<file path="src/rtl/fdg_pkg.sv">
package fdg_pkg;

   // result status codes
   typedef enum logic [2:0] {
      STATUS_IDLE    = 3'd0,
      STATUS_STARTED = 3'd1,
      STATUS_FLOWING = 3'd2,
      STATUS_TRIP    = 3'd3,
      STATUS_TRIPPED = 3'd4,
      STATUS_ENDED   = 3'd5
   } status_type;

   // csr register indexes
   localparam logic [1:0] CSR_LIMIT_SECONDS = 2'd0;
   localparam logic [1:0] CSR_GAP_MILLIS    = 2'd1;

   localparam int TIME_W  = 40;
   localparam int PULSE_W = 16;
   localparam int TOTAL_W = 32;
   localparam int LIMIT_W = 17;
   localparam int GAP_W   = 20;
   localparam int REM_W   = 17;
   // limit in ms, plus round-up slack, fits here
   localparam int LMS_W   = 27;

   localparam logic [9:0] MS_PER_S = 10'd1000;
   localparam logic [9:0] ROUND_UP = 10'd999;

   // floor(n / 1000) == (n * RECIP) >> DIV_SHIFT for every n below 2**27
   localparam logic [27:0] RECIP     = 28'd137438954;
   localparam int          DIV_SHIFT = 37;

   typedef struct packed {
      status_type          status;
      logic [TIME_W-1:0]   elapsed_ms;
      logic [LMS_W-1:0]    rem_num;
      logic [TOTAL_W-1:0]  total_pulses;
   } track_type;

endpackage

</file>
<file path="src/rtl/flow_duration_guard.sv">
// Flow duration guard: each request is one flow-meter sample (millisecond
// timestamp and new pulse count) and yields exactly one response with the
// flow status, elapsed milliseconds, seconds left before the trip (rounded
// up) and the saturating pulse total of the current or last flow. Requests
// are taken back to back, one per cycle, while rsp_tready does not hold off the
// pipeline, and each response passes three registers: an input register, the
// flow tracker that updates its state and works out the status, and the
// response register behind a reciprocal multiply that divides the remaining
// milliseconds by 1000.
// Write limit_seconds (index 0) and gap_millis (index 1) only while no
// request is in flight; both are 0 after reset.
module flow_duration_guard (
   input  logic        clock,
   input  logic        reset,
   input  logic        req_tvalid,
   output logic        req_tready,
   input  logic [55:0] req_tdata,   // time_ms[39:0], pulse_count[55:40]
   output logic        rsp_tvalid,
   input  logic        rsp_tready,
   // status[2:0], elapsed_ms[42:3], remaining_s[59:43], total_pulses[91:60], zero[95:92]
   output logic [95:0] rsp_tdata,
   input  logic        csr_valid,
   output logic        csr_ready,
   input  logic [1:0]  csr_index,
   input  logic [19:0] csr_data
);

   logic [fdg_pkg::LMS_W-1:0]    limit_ms_ff;
   logic [fdg_pkg::GAP_W-1:0]    gap_ff;

   logic                         v1_ff, v1_in;
   logic                         v2_ff, v2_in;
   logic                         v3_ff, v3_in;
   logic                         s1_ready, s2_ready, s3_ready;
   logic                         move1;
   logic                         move2;

   logic [fdg_pkg::TIME_W-1:0]   time_ff;
   logic [fdg_pkg::PULSE_W-1:0]  pulses_ff;
   fdg_pkg::track_type           track;

   logic [54:0]                  quot_prod;
   fdg_pkg::status_type          status_ff;
   logic [fdg_pkg::TIME_W-1:0]   elapsed_ff;
   logic [fdg_pkg::REM_W-1:0]    remaining_ff;
   logic [fdg_pkg::TOTAL_W-1:0]  total_ff;

   assign csr_ready = 1'b1;

   always_ff @(posedge clock) begin
      if (reset) begin
         limit_ms_ff <= '0;
         gap_ff      <= '0;
      end else if (csr_valid) begin
         case (csr_index)
            fdg_pkg::CSR_LIMIT_SECONDS: begin
               limit_ms_ff <= {10'd0, csr_data[fdg_pkg::LIMIT_W-1:0]} *
                              {17'd0, fdg_pkg::MS_PER_S};
            end
            fdg_pkg::CSR_GAP_MILLIS: begin
               gap_ff <= csr_data;
            end
            default: begin
            end
         endcase
      end
   end

   // pipeline handshake: a stage takes new data when empty or draining
   assign s3_ready   = !v3_ff || rsp_tready;
   assign s2_ready   = !v2_ff || s3_ready;
   assign s1_ready   = !v1_ff || s2_ready;
   assign req_tready = s1_ready;
   assign move1      = v1_ff && s2_ready;
   assign move2      = v2_ff && s3_ready;

   always_comb begin
      v1_in = s1_ready ? req_tvalid : v1_ff;
      v2_in = s2_ready ? v1_ff : v2_ff;
      v3_in = s3_ready ? v2_ff : v3_ff;
   end

   always_ff @(posedge clock) begin
      if (reset) begin
         v1_ff <= 1'b0;
         v2_ff <= 1'b0;
         v3_ff <= 1'b0;
      end else begin
         v1_ff <= v1_in;
         v2_ff <= v2_in;
         v3_ff <= v3_in;
      end
   end

   always_ff @(posedge clock) begin
      if (req_tvalid && s1_ready) begin
         time_ff   <= req_tdata[39:0];
         pulses_ff <= req_tdata[55:40];
      end
   end

   fdg_tracker u_tracker (
      .clock       (clock),
      .reset       (reset),
      .load        (move1),
      .time_ms     (time_ff),
      .pulse_count (pulses_ff),
      .limit_ms    (limit_ms_ff),
      .gap_millis  (gap_ff),
      .result      (track)
   );

   // divide by 1000 through the reciprocal, exact for this numerator range
   assign quot_prod = {28'd0, track.rem_num} * {27'd0, fdg_pkg::RECIP};

   always_ff @(posedge clock) begin
      if (move2) begin
         status_ff    <= track.status;
         elapsed_ff   <= track.elapsed_ms;
         remaining_ff <= quot_prod[fdg_pkg::DIV_SHIFT +: fdg_pkg::REM_W];
         total_ff     <= track.total_pulses;
      end
   end

   assign rsp_tvalid = v3_ff;
   assign rsp_tdata  = {4'd0, total_ff, remaining_ff, elapsed_ff, status_ff};

endmodule

</file>
<file path="src/rtl/fdg_tracker.sv">
module fdg_tracker (
   input  logic                                clock,
   input  logic                                reset,
   input  logic                                load,
   input  logic [fdg_pkg::TIME_W-1:0]          time_ms,
   input  logic [fdg_pkg::PULSE_W-1:0]         pulse_count,
   input  logic [fdg_pkg::LMS_W-1:0]           limit_ms,
   input  logic [fdg_pkg::GAP_W-1:0]           gap_millis,
   output fdg_pkg::track_type                  result
);

   logic                               flowing_ff, flowing_in;
   logic                               tripped_ff, tripped_in;
   logic [fdg_pkg::TIME_W-1:0]         start_ff, start_in;
   logic [fdg_pkg::TIME_W-1:0]         last_ff, last_in;
   logic [fdg_pkg::TOTAL_W-1:0]        total_ff, total_in;
   fdg_pkg::track_type                 result_ff, result_in;

   logic                               pulses_nz;
   logic                               ended;
   logic [fdg_pkg::TOTAL_W-1:0]        base;
   logic [fdg_pkg::TOTAL_W:0]          sum;
   logic [fdg_pkg::TIME_W:0]           gap_diff;
   logic                               gap_over;
   logic [fdg_pkg::TIME_W:0]           run_diff;
   logic                               run_ge;
   logic [fdg_pkg::TIME_W-1:0]         used;
   logic                               used_ge;
   logic [fdg_pkg::TIME_W-1:0]         end_time;
   logic [fdg_pkg::TIME_W:0]           end_diff;
   fdg_pkg::status_type                status;

   always_comb begin
      flowing_in = flowing_ff;
      tripped_in = tripped_ff;
      start_in   = start_ff;
      last_in    = last_ff;
      total_in   = total_ff;
      ended      = 1'b0;
      base       = total_ff;
      pulses_nz  = |pulse_count;

      gap_diff = {1'b0, time_ms} - {1'b0, last_ff};
      gap_over = !gap_diff[fdg_pkg::TIME_W] &&
                 (gap_diff[fdg_pkg::TIME_W-1:0] > {20'd0, gap_millis});

      if (pulses_nz) begin
         if (!flowing_ff) begin
            flowing_in = 1'b1;
            tripped_in = 1'b0;
            start_in   = time_ms;
            base       = '0;
         end
         last_in = time_ms;
      end else if (flowing_ff && gap_over) begin
         flowing_in = 1'b0;
         ended      = 1'b1;
      end
      sum = {1'b0, base} + {17'd0, pulse_count};
      if (pulses_nz) begin
         total_in = sum[fdg_pkg::TOTAL_W] ? '1 : sum[fdg_pkg::TOTAL_W-1:0];
      end

      run_diff = {1'b0, time_ms} - {1'b0, start_in};
      run_ge   = !run_diff[fdg_pkg::TIME_W];
      used     = run_ge ? run_diff[fdg_pkg::TIME_W-1:0] : '0;
      used_ge  = used >= {13'd0, limit_ms};

      if (ended) begin
         status = fdg_pkg::STATUS_ENDED;
      end else if (!flowing_in) begin
         status = fdg_pkg::STATUS_IDLE;
      end else if (tripped_in) begin
         status = fdg_pkg::STATUS_TRIPPED;
      end else if (run_ge && used_ge) begin
         tripped_in = 1'b1;
         status     = fdg_pkg::STATUS_TRIP;
      end else if (pulses_nz && total_in == {16'd0, pulse_count} && start_in == time_ms) begin
         status = fdg_pkg::STATUS_STARTED;
      end else begin
         status = fdg_pkg::STATUS_FLOWING;
      end

      end_time = flowing_in ? time_ms : last_in;
      end_diff = {1'b0, end_time} - {1'b0, start_in};

      result_in.status       = status;
      result_in.total_pulses = total_in;
      if ((start_in == '0 && !flowing_in) || end_diff[fdg_pkg::TIME_W]) begin
         result_in.elapsed_ms = '0;
      end else begin
         result_in.elapsed_ms = end_diff[fdg_pkg::TIME_W-1:0];
      end
      // numerator of the rounded-up divide; zero when nothing remains
      if (!flowing_in || tripped_in || used_ge) begin
         result_in.rem_num = '0;
      end else begin
         result_in.rem_num = limit_ms - used[fdg_pkg::LMS_W-1:0] +
                             {17'd0, fdg_pkg::ROUND_UP};
      end
   end

   always_ff @(posedge clock) begin
      if (reset) begin
         flowing_ff <= 1'b0;
         tripped_ff <= 1'b0;
         start_ff   <= '0;
         last_ff    <= '0;
         total_ff   <= '0;
      end else if (load) begin
         flowing_ff <= flowing_in;
         tripped_ff <= tripped_in;
         start_ff   <= start_in;
         last_ff    <= last_in;
         total_ff   <= total_in;
      end
   end

   always_ff @(posedge clock) begin
      if (load) begin
         result_ff <= result_in;
      end
   end

   assign result = result_ff;

endmodule

</file>
<file path="config.mk">
export PLATFORM = sky130hd
export DESIGN_NAME = flow_duration_guard
export DESIGN_NICKNAME = d
export VERILOG_FILES = /design/src/rtl/fdg_pkg.sv /design/src/rtl/flow_duration_guard.sv /design/src/rtl/fdg_tracker.sv
export SDC_FILE = /design/constraint.sdc
export NUM_CORES = 2
export LEC_CHECK = 0
export ABC_AREA = 1
export BUFFER_PORTS_ARGS = -buffer_cell sky130_fd_sc_hd__buf_4
export CAP_MARGIN = 0
export CELL_PAD_IN_SITES_DETAIL_PLACEMENT = 1
export CELL_PAD_IN_SITES_GLOBAL_PLACEMENT = 1
export CORE_MARGIN = 8
export CORE_UTILIZATION = 43
export CTS_BUF_LIST = sky130_fd_sc_hd__clkbuf_4 sky130_fd_sc_hd__clkbuf_8
export DETAILED_ROUTE_END_ITERATION = 12
export PLACE_DENSITY_LB_ADDON = 0.08
export REMOVE_ABC_BUFFERS = 1
export SYNTH_ARGS = -nofsm -noshare
export SYNTH_HDL_FRONTEND = slang
export SYNTH_SLANG_ARGS = --single-unit
</file>
<file path="constraint.sdc">
create_clock -name clock -period 10 [get_ports clock]
set_input_delay 2 -clock clock [delete_from_list [all_inputs] [get_ports clock]]
set_output_delay 2 -clock clock [all_outputs]
set_load 0.03 [all_outputs]
</file>
==> impl_results.md <==
- Outcome: completed
- Hold Fails Final Rpt: 0
- Buf/Inv on CP: 3
- Synth warn: 0
- Crit path DAT: ~8.6 ns
- Initial core utilization: 0.432
- Post-Route WL: 134000 um
- H-tree depth: 3
- Core Box Area: 0.0946 mm2
- Seq pwr share: 0.212
- Largest net degree at the start of global routing: between 100 and 150
- PwrDens: approximately 210 mW/mm2
- GRT overflow: 0
- Distinct cells, synth: 61
- Port Buffers: about 180
- Commonest cells after routing, fill and taps aside: inv_1 (954), nand2_1 (784), ha_1 (568), nor2_1 (445), a21oi_1 (383)
- Final worst slack: between 1.5 and 2 ns
- Vias: 34011
- Seq/Total Area, Yosys: 0.263
- Num ports: between 150 and 200
- Syn Inst Count: between 4000 and 5000
- Max cap viols: 0
- Reg clk slew, reported paths: around 0.060 ns
- CP Capture Type: flop
- Cts hold-fix bufs: 0
- TritonCTS clock tree: built
- Flops & latches, synth: 411
- CP Class: flop to flop
- VDD IR max: 176 uV
- Clock power share: 0.183
- WL/cell: about 21 um
- Final core utilization: 0.477
- Postcts setup bufs: 0
- Tmin final: just over 8 ns
- Syn Area/Cell: between 8 and 9 um2
- Setup TNS: 0 ns
- Via density: about 5.3
- Nets@finish: roughly 6100
- Crit share post-route: 0.815
- GP Congestion: about 0.95
- Area Overhead vs Synth: 10.4%
- Fmax: approximately 0.12 GHz
- Max-slew violation count: 0
- Worst-margin pin slew: approximately 1.0 ns
- Site Rows: 113
- Clock Sinks: 411
- RSZ-0062 raised after global routing: no
- Die ar.: about 0.11 mm2
- Net Sw Frac: 0.478
- DP Wirelength: between 100000 and 150000 um
- Antenna violations before repair: 5
- Clock skew: about 0.047 ns
- Crit-path leading delay family: simple AND/OR/NAND/NOR gates
- Slew margin rel.: 0.313
- Vias in the first global route: 36187
- Post-place setup slack: 1.83 ns
- Net Sw Power: ~4.6 mW
- Detailed Routing Iterations Pass 1: 5
- Share of cells above drive strength 1: 0.0771
- Critical path's slowest cell: nand2_2
- Post-CTS sizing: 0
- Commonest non-fill, non-tap cell in the layout: inv_1
- Detailed Route Iter0 Violations: approximately 1700
- Synth Cell Area: about 0.04 mm2
- DR DRC count: 0
- CP max FO: 50
- Bufs on Longest Clock Path: 3
- Worst path max stage delay: about 0.70 ns
- Final setup violation count: 0
- Internal power: about 5 mW
- Total GRT Usage: 0.253
- Hold Crit Class: flop to flop
- Die W: around 320 um
- CTS root buf: clkbuf_8
- TritonCTS Buffers: 79
- Worst skew pair latency: approximately 0.74 ns
- Post-route ant nets: 0
- Req. time, crit path: 10.43 ns
- Comb power frac: 0.605
- Die height: between 300 and 400 um
- First-pass GRT wire length: 207000 um
- Most frequent CP cell: nand2_1
- CP Launch Type: flop
- Pleak: between 20 and 25 nW
- Worst hold margin: around 0.40 ns
==> cell type report <==
type	count	area, um2
fillers	11414	49500
multi-input cells	3486	26100
flip-flops and latches	411	10700
inverters	963	3620
well taps	1265	1580
repair buffers	192	1440
clock buffers	112	1370
clock inverters	34	274
diodes	2	5.00
==> cells in the mapped netlist, drive strengths merged <==
| library cell | instances | area share |
|---|---|---|
| a2111oi | 1 | 0.00021 |
| a211oi | 40 | 0.0073 |
| a21boi | 16 | 0.0029 |
| a21o | 16 | 0.0029 |
| a21oi | 386 | 0.047 |
| a221oi | 3 | 0.00064 |
| a31oi | 27 | 0.0041 |
| and2 | 1 | 0.00015 |
| and3 | 1 | 0.00015 |
| buf | 39 | 0.0071 |
| clkbuf | 47 | 0.0043 |
| clkinv | 2 | 0.00018 |
| conb | 2 | 0.00018 |
| dfxtp | 161 | 0.079 |
| edfxtp | 250 | 0.18 |
| fa | 290 | 0.14 |
| ha | 568 | 0.17 |
| inv | 961 | 0.088 |
| mux2i | 34 | 0.0083 |
| nand2 | 798 | 0.075 |
| nand3 | 164 | 0.021 |
| nand3b | 16 | 0.0029 |
| nand4 | 53 | 0.0085 |
| nor2 | 477 | 0.046 |
| nor3 | 23 | 0.0029 |
| nor3b | 3 | 0.00067 |
| nor4 | 16 | 0.0024 |
| nor4b | 1 | 0.00021 |
| o2111ai | 1 | 0.00021 |
| o211ai | 16 | 0.0029 |
| o21a | 17 | 0.0031 |
| o21ai | 294 | 0.036 |
| o21bai | 25 | 0.0048 |
| o221a | 1 | 0.00028 |
| o221ai | 22 | 0.0047 |
| o22ai | 1 | 0.00015 |
| o31ai | 4 | 0.00073 |
| or2 | 9 | 0.0014 |
| xnor2 | 67 | 0.014 |
| xor2 | 90 | 0.019 |
==> final timing paths <==
| kind | start | endpoint | slack [ns] | cells after the start |
|---|---|---|---|---|
| hold / removal | u_tracker.result[29]$_DFFE_PP_ | total_ff[29]$_DFFE_PP_ | 0.40 | 0 |
| setup reg to reg | time_ff[7]$_DFFE_PP_ | u_tracker.result[85]$_SDFFCE_PP0P_ | 1.85 | 37 |
| hold reg to reg | u_tracker.result[29]$_DFFE_PP_ | total_ff[29]$_DFFE_PP_ | 0.40 | 0 |
| setup / recovery | time_ff[7]$_DFFE_PP_ | u_tracker.result[85]$_SDFFCE_PP0P_ | 1.85 | 37 |
==> stage by stage <==
step                      instances  area [um2]  total power, mW
after global placement         6317       43500             7.73
final                          6465       45100             9.57
after floorplan                4860       40400             6.12
after detailed placement       6317       43500             7.83
after CTS                      6463       45100             9.67
after global routing           6465       45100             10.5
==> layer usage <==
metal  vias up  share of wire  GRT usage
met4         2          0.038     0.0930
met1     16642           0.45      0.333
met2       622           0.47      0.422
met5         -        0.00013          0
li1      16530              -          -
met3       215          0.041     0.0353
==> cell families (layout without fill, tap and decap cells) <==
group	count (synthesis)	after routing	synth area share
buffers and inverters	1049	1301	0.0999
and+or+nand+nor	1562	1562	0.161
xor gates and xnor gates	157	157	0.0337
AOI/OAI and AO/OA	870	870	0.119
muxes	34	34	0.00833
DFF	411	411	0.263
other	2	7	0.000184
adders and majority gates	858	858	0.316
==> power groups by stage <==
| stage | Clock [mW] | Combinational, mW | Sequential [mW] |
|---|---|---|---|
| after global placement | 0 | 5.67 | 2.06 |
| after global routing | 1.89 | 6.57 | 2.04 |
| final | 1.76 | 5.79 | 2.03 |
| after CTS | 1.82 | 5.82 | 2.03 |
| after floorplan | 0 | 4.05 | 2.07 |
| after detailed placement | 0 | 5.77 | 2.06 |
==> worst register-to-register path, delay by kind of cell (launching register included) <==
kind | cells | cell delay (ns)
xor gates and xnor gates | 1 | 0.29
adders and majority gates | 3 | 1.22
DFF | 1 | 0.51
and+or+nand+nor | 19 | 3.00
AOI/OAI and AO/OA | 11 | 2.56
buffers and inverters | 3 | 0.25
==> sequential cells by signal, indices dropped and copies added, names as in the netlist, 3 cells and up <==
register / flops
u_tracker.total_ff: 32
status_ff: 3
limit_ms_ff: 24
remaining_ff: 17
gap_ff: 20
elapsed_ff: 40
u_tracker.start_ff: 40
pulses_ff: 16
u_tracker.result: 102
total_ff: 32
u_tracker.last_ff: 40
time_ff: 40
Note: power is estimated with default switching activity, not from simulation.
